### src/wgm_pkg.sv
`timescale 1ns / 1ps
package wgm_pkg;

  localparam int MAX_PATTERN = 64;
  localparam int LEN_W       = $clog2(MAX_PATTERN + 1);
  localparam int IDX_W       = $clog2(MAX_PATTERN);
  localparam int SCAN_LEVELS = $clog2(MAX_PATTERN + 1);

  localparam logic [7:0] CH_QUESTION = 8'h3F;
  localparam logic [7:0] CH_STAR     = 8'h2A;
  localparam logic [7:0] CH_DOT      = 8'h2E;
  localparam logic [7:0] CH_LOW_A    = 8'h61;
  localparam logic [7:0] CH_LOW_Z    = 8'h7A;
  localparam logic [7:0] CASE_OFFSET = 8'h20;

  localparam logic [1:0] OP_PATTERN = 2'd0;
  localparam logic [1:0] OP_CAND    = 2'd1;
  localparam logic [1:0] OP_END     = 2'd2;

  typedef struct packed {
    logic [1:0] op;
    logic [7:0] ch;
    logic       first;
  } in_t;

  typedef struct packed {
    logic matched;
    logic overflow;
  } out_t;

  typedef struct packed {
    logic       en;
    logic       first;
    logic [7:0] ch;
  } pat_wr_t;

  typedef struct packed {
    logic [MAX_PATTERN-1:0] star;
    logic [MAX_PATTERN-1:0] fits;
    logic [LEN_W-1:0]       len;
    logic                   ovf;
  } pat_stat_t;

endpackage

### src/wildcard_glob_matcher_core.sv
`timescale 1ns / 1ps
// A request is registered in in_r, then processed from there; a match result is registered
// into out_r and shown on out_valid when its end-of-candidate request advances from in_r.
// Throughput: one request per cycle; the reach vector update feeds reach_r back through closed.
// Only an end request waiting behind a stalled result holds the input side.
// Reset (synchronous, rst_n low): empty pattern, overflow clear, exact byte compare.
module wildcard_glob_matcher_core (
  input  logic          clk,
  input  logic          rst_n,
  input  logic          in_valid,
  output logic          in_stall,
  input  wgm_pkg::in_t  in_data,
  output logic          out_valid,
  input  logic          out_stall,
  output wgm_pkg::out_t out_data,
  input  logic          cfg_valid,
  output logic          cfg_ready,
  input  logic          cfg_data
);

  localparam int M = wgm_pkg::MAX_PATTERN;

  wgm_pkg::in_t       in_r;
  logic               in_v_r;
  logic               case_r;
  logic [M:0]         reach_r, reach_nxt, closed;
  logic               out_v_r, out_v_nxt;
  wgm_pkg::out_t      out_r;
  logic               is_end, out_free, adv;
  wgm_pkg::pat_wr_t   pat_wr;
  wgm_pkg::pat_stat_t stat;

  // Prefix scan: a reachable star lets the position after it be reached,
  // carried through any run of stars in log depth.
  function automatic logic [M:0] close_stars(input logic [M:0] v, input logic [M-1:0] star);
    logic [M:0] g, a, gn, an;
    g = v;
    a = {star, 1'b0};
    for (int l = 0; l < wgm_pkg::SCAN_LEVELS; l++) begin
      gn = g;
      an = a;
      for (int j = 0; j <= M; j++) begin
        if (j >= (1 << l)) begin
          gn[j] = g[j] | (a[j] & g[j - (1 << l)]);
          an[j] = a[j] & a[j - (1 << l)];
        end
      end
      g = gn;
      a = an;
    end
    return g;
  endfunction

  assign is_end   = in_r.op == wgm_pkg::OP_END;
  assign out_free = !out_v_r || !out_stall;
  assign adv      = in_v_r && (!is_end || out_free);
  assign in_stall = in_v_r && !adv;

  always_ff @(posedge clk) begin
    if (!rst_n) begin
      in_v_r <= 1'b0;
    end else if (!in_stall) begin
      in_v_r <= in_valid;
    end
  end

  always_ff @(posedge clk) begin
    if (!in_stall) begin
      in_r <= in_data;
    end
  end

  assign cfg_ready = 1'b1;

  always_ff @(posedge clk) begin
    if (!rst_n) begin
      case_r <= 1'b1;
    end else if (cfg_valid) begin
      case_r <= cfg_data;
    end
  end

  assign pat_wr.en    = adv && (in_r.op == wgm_pkg::OP_PATTERN);
  assign pat_wr.first = in_r.first;
  assign pat_wr.ch    = in_r.ch;

  wgm_pattern u_pattern (
    .clk       (clk),
    .rst_n     (rst_n),
    .wr        (pat_wr),
    .cand_ch   (in_r.ch),
    .case_sens (case_r),
    .stat      (stat)
  );

  assign closed = close_stars(reach_r, stat.star);

  always_comb begin
    case (in_r.op)
      wgm_pkg::OP_PATTERN: reach_nxt = (M + 1)'(1);
      // stars hold their own position, fitting bytes advance one
      wgm_pkg::OP_CAND:    reach_nxt = {1'b0, closed[M-1:0] & stat.star}
                                     | {closed[M-1:0] & stat.fits, 1'b0};
      wgm_pkg::OP_END:     reach_nxt = (M + 1)'(1);
      default:             reach_nxt = reach_r;
    endcase
  end

  always_ff @(posedge clk) begin
    if (!rst_n) begin
      reach_r <= (M + 1)'(1);
    end else if (adv) begin
      reach_r <= reach_nxt;
    end
  end

  always_comb begin
    if (adv && is_end) begin
      out_v_nxt = 1'b1;
    end else if (!out_stall) begin
      out_v_nxt = 1'b0;
    end else begin
      out_v_nxt = out_v_r;
    end
  end

  always_ff @(posedge clk) begin
    if (!rst_n) begin
      out_v_r <= 1'b0;
    end else begin
      out_v_r <= out_v_nxt;
    end
  end

  always_ff @(posedge clk) begin
    if (adv && is_end) begin
      out_r.matched  <= closed[stat.len] && !stat.ovf;
      out_r.overflow <= stat.ovf;
    end
  end

  assign out_valid = out_v_r;
  assign out_data  = out_r;

endmodule

### src/wgm_pattern.sv
`timescale 1ns / 1ps
module wgm_pattern (
  input  logic               clk,
  input  logic               rst_n,
  input  wgm_pkg::pat_wr_t   wr,
  input  logic [7:0]         cand_ch,
  input  logic               case_sens,
  output wgm_pkg::pat_stat_t stat
);

  logic [7:0]              store_r [wgm_pkg::MAX_PATTERN];
  logic [wgm_pkg::LEN_W-1:0] len_r, len_nxt, len_eff;
  logic                    ovf_r, ovf_nxt;
  logic                    room;
  logic [7:0]              cand_f;

  function automatic logic [7:0] fold(input logic [7:0] c, input logic cs);
    if (!cs && c >= wgm_pkg::CH_LOW_A && c <= wgm_pkg::CH_LOW_Z) begin
      return c - wgm_pkg::CASE_OFFSET;
    end
    return c;
  endfunction

  assign len_eff = wr.first ? '0 : len_r;
  assign room    = len_eff < wgm_pkg::LEN_W'(wgm_pkg::MAX_PATTERN);
  assign len_nxt = room ? len_eff + wgm_pkg::LEN_W'(1) : len_eff;
  // a new pattern clears the flag first, then a byte with no room sets it
  assign ovf_nxt = (wr.first ? 1'b0 : ovf_r) | !room;

  always_ff @(posedge clk) begin
    if (!rst_n) begin
      len_r <= '0;
      ovf_r <= 1'b0;
    end else if (wr.en) begin
      len_r <= len_nxt;
      ovf_r <= ovf_nxt;
    end
  end

  always_ff @(posedge clk) begin
    if (wr.en && room) begin
      store_r[len_eff[wgm_pkg::IDX_W-1:0]] <= wr.ch;
    end
  end

  assign cand_f = fold(cand_ch, case_sens);

  always_comb begin
    stat.len = len_r;
    stat.ovf = ovf_r;
    for (int i = 0; i < wgm_pkg::MAX_PATTERN; i++) begin
      if (wgm_pkg::LEN_W'(i) < len_r) begin
        stat.star[i] = store_r[i] == wgm_pkg::CH_STAR;
        if (store_r[i] == wgm_pkg::CH_STAR) begin
          stat.fits[i] = 1'b0;
        end else if (store_r[i] == wgm_pkg::CH_QUESTION) begin
          stat.fits[i] = cand_ch != wgm_pkg::CH_DOT;
        end else begin
          stat.fits[i] = fold(store_r[i], case_sens) == cand_f;
        end
      end else begin
        stat.star[i] = 1'b0;
        stat.fits[i] = 1'b0;
      end
    end
  end

endmodule

### config.mk
export PLATFORM = sky130hd
export DESIGN_NAME = wildcard_glob_matcher_core
export DESIGN_NICKNAME = d
export VERILOG_FILES = /design/src/wgm_pkg.sv /design/src/wildcard_glob_matcher_core.sv /design/src/wgm_pattern.sv
export SDC_FILE = /design/constraint.sdc
export NUM_CORES = 2
export LEC_CHECK = 0
export ABC_AREA = 1
export BUFFER_PORTS_ARGS = -buffer_cell sky130_fd_sc_hd__buf_2
export CORE_MARGIN = 3
export CORE_UTILIZATION = 55
export CTS_CLUSTER_SIZE = 20
export DETAILED_ROUTE_END_ITERATION = 8
export MAX_ROUTING_LAYER = met4
export PLACE_DENSITY = 0.79
export SYNTH_ARGS = -nofsm -noshare
export SYNTH_HDL_FRONTEND = slang
export SYNTH_SLANG_ARGS = --single-unit
### constraint.sdc
create_clock -name clk -period 4 [get_ports clk]
set_input_delay 0.8 -clock clk [delete_from_list [all_inputs] [get_ports clk]]
set_output_delay 0.8 -clock clk [all_outputs]
set_load 0.01 [all_outputs]
* Word-level counts from Yosys, hierarchy flattened
Memory sizes are Yosys's and may differ from the RTL's.
Cells that the tools add are included.
** Cells by class
- Bitwise gates (word level) :: 924
- Reduce and logical (&&, ||, !) cells :: 149
- Equal/unequal tests :: 196
- Magnitude comparators :: 196
- Muxes and demuxes :: 845
- $add $sub $neg :: 66
** Operators with widths (count)
- 2-to-1 mux 8 bit :: 322
- == test 8 x 6 -> 1 bit (second input constant) :: 128
- bitwise AND 1 bit :: 592
- greater-or-equal comparator 8 x 7 -> 1 bit (second input constant) :: 65
- less-or-equal comparator 8 x 7 -> 1 bit (second input constant) :: 65
- subtractor 8 x 6 -> 8 bit (second input constant) :: 65
- 2-to-1 mux 1 bit :: 519
- == test 8 bit :: 64
- OR 1 bit :: 329
- less-than comparator 6 x 7 -> 1 bit (first input constant) :: 32
- logical AND 1 bit :: 136
- one-hot mux 65 bit (2 select lines) :: 1
- bitwise AND 64 bit :: 2
- less-than comparator 5 x 7 -> 1 bit (first input constant) :: 16
- OR 64 x 65 -> 65 bit :: 1
- less-than comparator 4 x 7 -> 1 bit (first input constant) :: 8
- less-than comparator 3 x 7 -> 1 bit (first input constant) :: 4
- less-than comparator 1 x 7 -> 1 bit (first input constant) :: 2
- less-than comparator 2 x 7 -> 1 bit (first input constant) :: 2
- 2-to-1 mux 7 bit :: 2
- less-than comparator 7 x 8 -> 1 bit (second input constant) :: 1
- inequality test 8 x 6 -> 1 bit (second input constant) :: 1
- adder 7 x 1 -> 7 bit (second input constant) :: 1
- binary-select mux 1 bit (select 7 bit) :: 1
- 10 further kinds :: 17
** Storage, ports and cells
- Register bits after elaboration :: 89
- Memories kept :: 1
- Bits in writable memories :: 512
** Memory list
- u_pattern.store_r :: depth 64, width 8, read ports 64, clocked after memory_dff 0, wr ports 1, line wgm_pattern.sv:11 : logic [7:0] store_r [wgm_pkg::MAX_PATTERN];

* Depth between registers and ports, before layout
An unclocked memory read counts as a cell.
- Word-level depth :: 19
- Depth in mapped cells :: 24

* By module
From an unflattened synthesis, not the netlist that was laid out.
** Unflattened totals
- Cells, all modules :: 6089
- Area total of the unflattened synthesis :: 42503.3 um2
** Modules (own cells, without submodules)
- wgm_pattern :: sequential area each 15534.9 um2, cells each 4490, instances 1, area an instance 34116.5 um2
- wildcard_glob_matcher_core :: sequential area each 1751.7 um2, cells each 1599, instances 1, area an instance 8386.8 um2

* Worst setup path after synthesis
No wires, ideal clock.
- Path kind :: register -> register
- Start point :: reg in_r[2] (netlist name)
- End point :: reg reach_r[41]
- Path buffers :: 3
- Setup slack :: 0.726 ns
- Arrival time :: 3.204 ns
- Required time :: 3.930 ns
- Cell stages (with the launch flop) :: 18
- Period minus slack after synthesis :: 3.274 ns
- Cells stage by stage :: edfxtp_1 buf_2 clkinv_1 nor3_1 o22ai_1 nand3_1 nand2_1 inv_1 clkbuf_1 buf_2 nor3_1 nor3_1 nand2_1 nand2_1 o2111ai_1 nand2_1 nand2_1 a21oi_1
** On the way
- Longest elaborated chain between the ends :: 12
- Elaborated cells on any way between the ends :: 16
- Those cells by class :: add/sub: 1; order compare: 2; eq/ne: 2; mux: 7; bitwise: 2; reduce/logical: 2
** Ends and longest elaborated chain
- from (decl) :: line wildcard_glob_matcher_core.sv:23 : wgm_pkg::in_t in_r;
- from (signal assigned) :: line wildcard_glob_matcher_core.sv:69 : in_r <= in_data;
- greater-or-equal comparator 8 x 7 -> 1 bit :: line wgm_pattern.sv:18 : if (!cs && c >= wgm_pkg::CH_LOW_A && c <= wgm_pkg::CH_LOW_Z) begin
- logical AND 1 bit (2 in a row) :: line wgm_pattern.sv:18
- 2-to-1 mux 1 bit :: line wgm_pattern.sv:18
- 2-to-1 mux 8 bit :: line wgm_pattern.sv:21 : return c;
- == test 8 bit :: line wgm_pattern.sv:59 : stat.fits[i] = fold(store_r[i], case_sens) == cand_f;
- 2-to-1 mux 1 bit (*) :: line wgm_pattern.sv:56 : end else if (store_r[i] == wgm_pkg::CH_QUESTION) begin
- 2-to-1 mux 1 bit (*) :: line wgm_pattern.sv:54 : if (store_r[i] == wgm_pkg::CH_STAR) begin
- 2-to-1 mux 1 bit (*) :: line wgm_pattern.sv:52 : if (wgm_pkg::LEN_W'(i) < len_r) begin
- bitwise AND 64 bit (*) :: line wildcard_glob_matcher_core.sv:103 : | {closed[M-1:0] & stat.fits, 1'b0};
- OR 64 x 65 -> 65 bit (*) :: line wildcard_glob_matcher_core.sv:103
- one-hot mux 65 bit (2 select lines) (*) :: line wildcard_glob_matcher_core.sv:99 : case (in_r.op)
- to (signal assigned) :: line wildcard_glob_matcher_core.sv:111 : reach_r <= (M + 1)'(1);
- to (signal assigned) :: line wildcard_glob_matcher_core.sv:113 : reach_r <= reach_nxt;
- to (decl) :: line wildcard_glob_matcher_core.sv:26 : logic [M:0] reach_r, reach_nxt, closed;
Every way passes the cells marked *; elsewhere a longest branch is shown, timed or not. The select of a mux whose other input is x is not followed.
A chain may end at the register's enable or synchronous reset.

* Worst setup path after layout
- Start point :: reg u_pattern.len_r[1] (netlist name)
- End point :: reg out_r, in the netlist out_data[1], data pin
** On the way
- Longest elaborated chain between the ends :: 18
- Elaborated cells on any way between the ends :: 1051
- Those cells by class :: order compare: 64; mux: 66; bitwise: 920; reduce/logical: 1
** Ends and longest elaborated chain
- from (decl) :: line wgm_pattern.sv:12 : logic [wgm_pkg::LEN_W-1:0] len_r, len_nxt, len_eff;
- from (signal assigned) :: line wgm_pattern.sv:35 : len_r <= len_nxt;
- less-than comparator 1 x 7 -> 1 bit :: line wgm_pattern.sv:52
- 2-to-1 mux 1 bit :: line wgm_pattern.sv:52
- bitwise AND 1 bit :: line wildcard_glob_matcher_core.sv:44 : gn[j] = g[j] | (a[j] & g[j - (1 << l)]);
- OR 1 bit :: line wildcard_glob_matcher_core.sv:44
- bitwise AND 1 bit :: line wildcard_glob_matcher_core.sv:44
- OR 1 bit :: line wildcard_glob_matcher_core.sv:44
- bitwise AND 1 bit :: line wildcard_glob_matcher_core.sv:44
- OR 1 bit :: line wildcard_glob_matcher_core.sv:44
- bitwise AND 1 bit :: line wildcard_glob_matcher_core.sv:44
- OR 1 bit :: line wildcard_glob_matcher_core.sv:44
- bitwise AND 1 bit :: line wildcard_glob_matcher_core.sv:44
- OR 1 bit :: line wildcard_glob_matcher_core.sv:44
- bitwise AND 1 bit :: line wildcard_glob_matcher_core.sv:44
- OR 1 bit (2 in a row) :: line wildcard_glob_matcher_core.sv:44
- binary-select mux 1 bit (select 7 bit) (*) :: line wildcard_glob_matcher_core.sv:137 : out_r.matched <= closed[stat.len] && !stat.ovf;
- 2-to-1 mux 1 bit (implied by the code) (*) :: line wildcard_glob_matcher_core.sv:137
- logical AND 1 bit (*) :: line wildcard_glob_matcher_core.sv:137
- to (decl) :: line wildcard_glob_matcher_core.sv:28 : wgm_pkg::out_t out_r;
Marks and branches as above.

==> impl_metrics.csv <==
group,metric,value,unit
power,power_frac_comb,6.2,%
floorplanning,die-area,78040,sq um
synth,synthCells,5516,
flow_run,cap_violations,0,
timing,finalCriticalPeriod,3.797,ns
floorplanning,start_util,55.95,%
route,met3_length,16140,um
floorplanning,io_pins,22,
worst_setup_path,ff2ff_path_depth,16,
power,net-switching-power,0.003339,W
global_routing,antenna_found_initial,9,
route,via_per_inst,6.128,
synth,yosysTopAreaCellShare,38.36,%
worst_setup_path,end_kind,"flip-flop",
timing,rsz0062_at_grt,"no",
synth,avgSynthCellArea,7.450,sq um
clocking,cts_tree,"built",
route,wirelength,151700,um
placed_design,io_buffers,20,
synth,ys.flop_type,"edfxtp_1",
worst_setup_path,ff2ff_setup_slack,0.20,ns
route,post-route-drc-count,0,
route,routedWlPerCell,22.90,um
floorplanning,rows,99,
route,top_layer,"met4",
synth,synth_common_cells,"nand2_1 (1432), nor2_1 (708), inv_1 (631)",
route,vias,40600,
floorplanning,coreArea,73450,sq um
synth,ys_seq_elements,601,
power,intPower,0.01065,W
clocking,root_buffer,"clkbuf_16",
global_routing,grt_pass1_vias,37140,
global_routing,grt_overflow,0,
route,first_iter_violations,5368,
worst_setup_path,worstReg2RegEnd,"out_data[1]",
global_routing,grt_pass1_wl,224500,um
synth,ys_seq_area_share,42.06,%
power,seq_power_share,48.9,%
floorplanning,die_w,279.4,um
clocking,clock_latency,0.65,ns
timing,fin_tns_setup,0,ns
placed_design,dp_hpwl,112400,um
route,firstDrtPassIters,6,
timing,slew_viol_final,0,
synth,yosys.cell_types.count,65,
clocking,htreeDepth,3,
clocking,post_cts_buffers,0,
clocking,cts_made_buffers,67,
synth,yosysWarnings,0,
power,power_frac_clock,44.8,%
final_layout,layout-drive-gt1-share,8.667,%
worst_setup_path,r2r-start,"u_pattern.len_r[1]",
route,drtAntennaViolNets,0,
timing,worst_clock_skew,0.03242,ns
clocking,post_cts_resized,0,
power,total_leakage_power,18.12,nW
timing,finalSetupViolations,0,
route,wl_met2,66350,um
floorplanning,fp.dieH,279.4,um
worst_setup_path,startpoint_type,"flip-flop",
placed_design,gp_congestion,1.124,
placed_design,place_inst,6507,
global_routing,track_usage,39.32,%
power,power.density,308.0,nW/um^2
timing,hold_viol_final,0,
timing,max_slew_margin,22.85,%
synth,async_flop_share,0,%
final_layout,seq_area,17290,sq um
synth,yosysTopAreaCell,"edfxtp_1",
outcome,status,"finished clean",
clocking,ctsHoldBuffers,0,
worst_setup_path,worstPathMaxFanout,8,
worst_setup_path,crit_required,4.50,ns
synth,synth_edf_count,525,
synth,syn-num-nets,5599,
power,vdd_drop_max,0.5655,mV
synth,yosysMostFrequentCell,"nand2_1",
worst_setup_path,crit_arrival,4.30,ns
worst_setup_path,cp-startpoint,"u_pattern.len_r[1]",
synth,synth.area.top_cells,"edfxtp_1 (38%), nand2_1 (13%), nor2_1 (6.5%), inv_1 (5.8%), nand3_1 (4.6%)",
timing,worst_pin_slew,1.147,ns
final_layout,area_delta_synth_final,10.51,%
clocking,cts_sinks,601,
timing,max_freq,0.2633,GHz
timing,fin_crit_sh,94.94,%
synth,synth_area,41100,sq um
power,swShare,23.87,%
route,met1_length,62070,um
clocking,cts_buffer_depth,3,
worst_setup_path,critical_path_class,"flip-flop to flip-flop",
worst_hold_path,hold_class,"input port to flip-flop",
final_layout,multi_input_area,20760,sq um
global_routing,grt_start_max_net_pins,88,
final_layout,n_fill_cell,6406,
clocking,path_clk_slew,0.08,ns
worst_setup_path,crit_end,"out_data[1]",
final_layout,layout.nets,5700,
final_layout,fin_cells,6626,
-- layout make-up --
type / instances / area share [%]
timing repair buffer: 174 / 3.179
inverter: 661 / 5.471
clock inverter: 43 / 1.138
clock buffer: 74 / 3.772
tap: 959 / 2.642
multi-input combinational: 4112 / 45.71
antenna: 2 / 0.01102
sequential: 601 / 38.08
-- worst min-delay path by stage --
stage / start / to / slack (ns) / cells past startpoint
2_1_floorplan: u_pattern.ovf_r / out_data[0] / 0.43 / 0
3_3_place_gp: u_pattern.ovf_r / out_data[0] / 0.45 / 0
3_5_place_dp: u_pattern.ovf_r / out_data[0] / 0.46 / 0
4_1_cts: in_data[7] / in_r[7] / 0.32 / 1
5_1_grt: in_data[1] / in_r[1] / 0.33 / 1
6_report: in_data[7] / in_r[7] / 0.34 / 1
-- per-layer routing --
layer	vias to the layer above	global-route usage, %
li1	18850	-
met1	18950	52.89
met4	0	16.58
met5	-	-
met3	427	6.426
met2	2375	59.34
-- power by group through the flow --
| stage | clock (W) | combinational (W) | sequential, W |
|---|---|---|---|
| 6_report | 0.00627 | 0.000873 | 0.00684 |
| 2_1_floorplan | 0 | 0.000453 | 0.00700 |
| 3_3_place_gp | 0 | 0.000838 | 0.00697 |
| 3_5_place_dp | 0 | 0.000849 | 0.00697 |
| 5_1_grt | 0.00658 | 0.000918 | 0.00684 |
| 4_1_cts | 0.00632 | 0.000853 | 0.00684 |
-- cell families (layout without fill, tap and decap cells) --
logic type | after synthesis | after routing | share of synthesized area, %
flip-flops | 601 | 601 | 42.06
AO/OA/AOI/OAI | 704 | 704 | 10.40
other | 1 | 3 | 0.009125
AND/OR/NAND/NOR | 3138 | 3138 | 33.59
adder cells (fa/ha/maj) | 66 | 66 | 2.009
XOR/XNOR | 203 | 203 | 4.326
buffers and inverters | 803 | 952 | 7.599
-- flip-flops by register name, summed over array words and instances, names as in the netlist --
register           flops
u_pattern.len_r        7
in_r                  11
reach_r               65
out_valid              1
case_r                 1
u_pattern.store_r    512
u_pattern.ovf_r        1
out_data               2
in_v_r                 1
-- cell usage in the layout, fill, tap and decap left out, drive strengths merged, types with 43 or more instances in the layout --
master / count
o21ai: 196
xor2: 122
nor2: 753
o22ai: 43
nor4: 84
nand2: 1477
clkbuf: 74
nand3: 393
or2: 55
ha: 66
nand4: 175
nor3: 169
dfxtp: 76
inv: 660
xnor2: 81
a21oi: 265
buf: 174
edfxtp: 525
-- per-stage QoR --
stage / util [%] / hold WS (ns) / worst slack [ns] / total power, W / instance area, sq um
finish: 61.83 / 0.3413 / 0.2025 / 0.01399 / 45420
global route: 61.83 / 0.3346 / 0.01708 / 0.01434 / 45420
CTS: 61.81 / 0.3216 / 0.07527 / 0.01402 / 45400
detailed placement: 58.77 / 0.4565 / 0.09664 / 0.007823 / 43170
global placement: 58.77 / 0.4461 / 0.04446 / 0.007812 / 43170
floorplan: - / 0.4309 / 0.7256 / 0.007455 / 41100
-- critical path: stages, from the launching register on --
cell and delay (ns):
dfxtp_1 0.53, nand3_2 0.39, o21ai_2 0.38, nand2_1 0.11, nor2_1 0.31, nand2_1 0.31
nor2_2 0.32, nand3_1 0.15, inv_1 0.07, nand2_1 0.06, nand3_1 0.16, nor2_1 0.06
o21ai_0 0.25, nand2_1 0.09, o21ai_1 0.19, nand3_1 0.13, a21oi_2 0.12
Note: power is estimated with default switching activity, not from simulation.
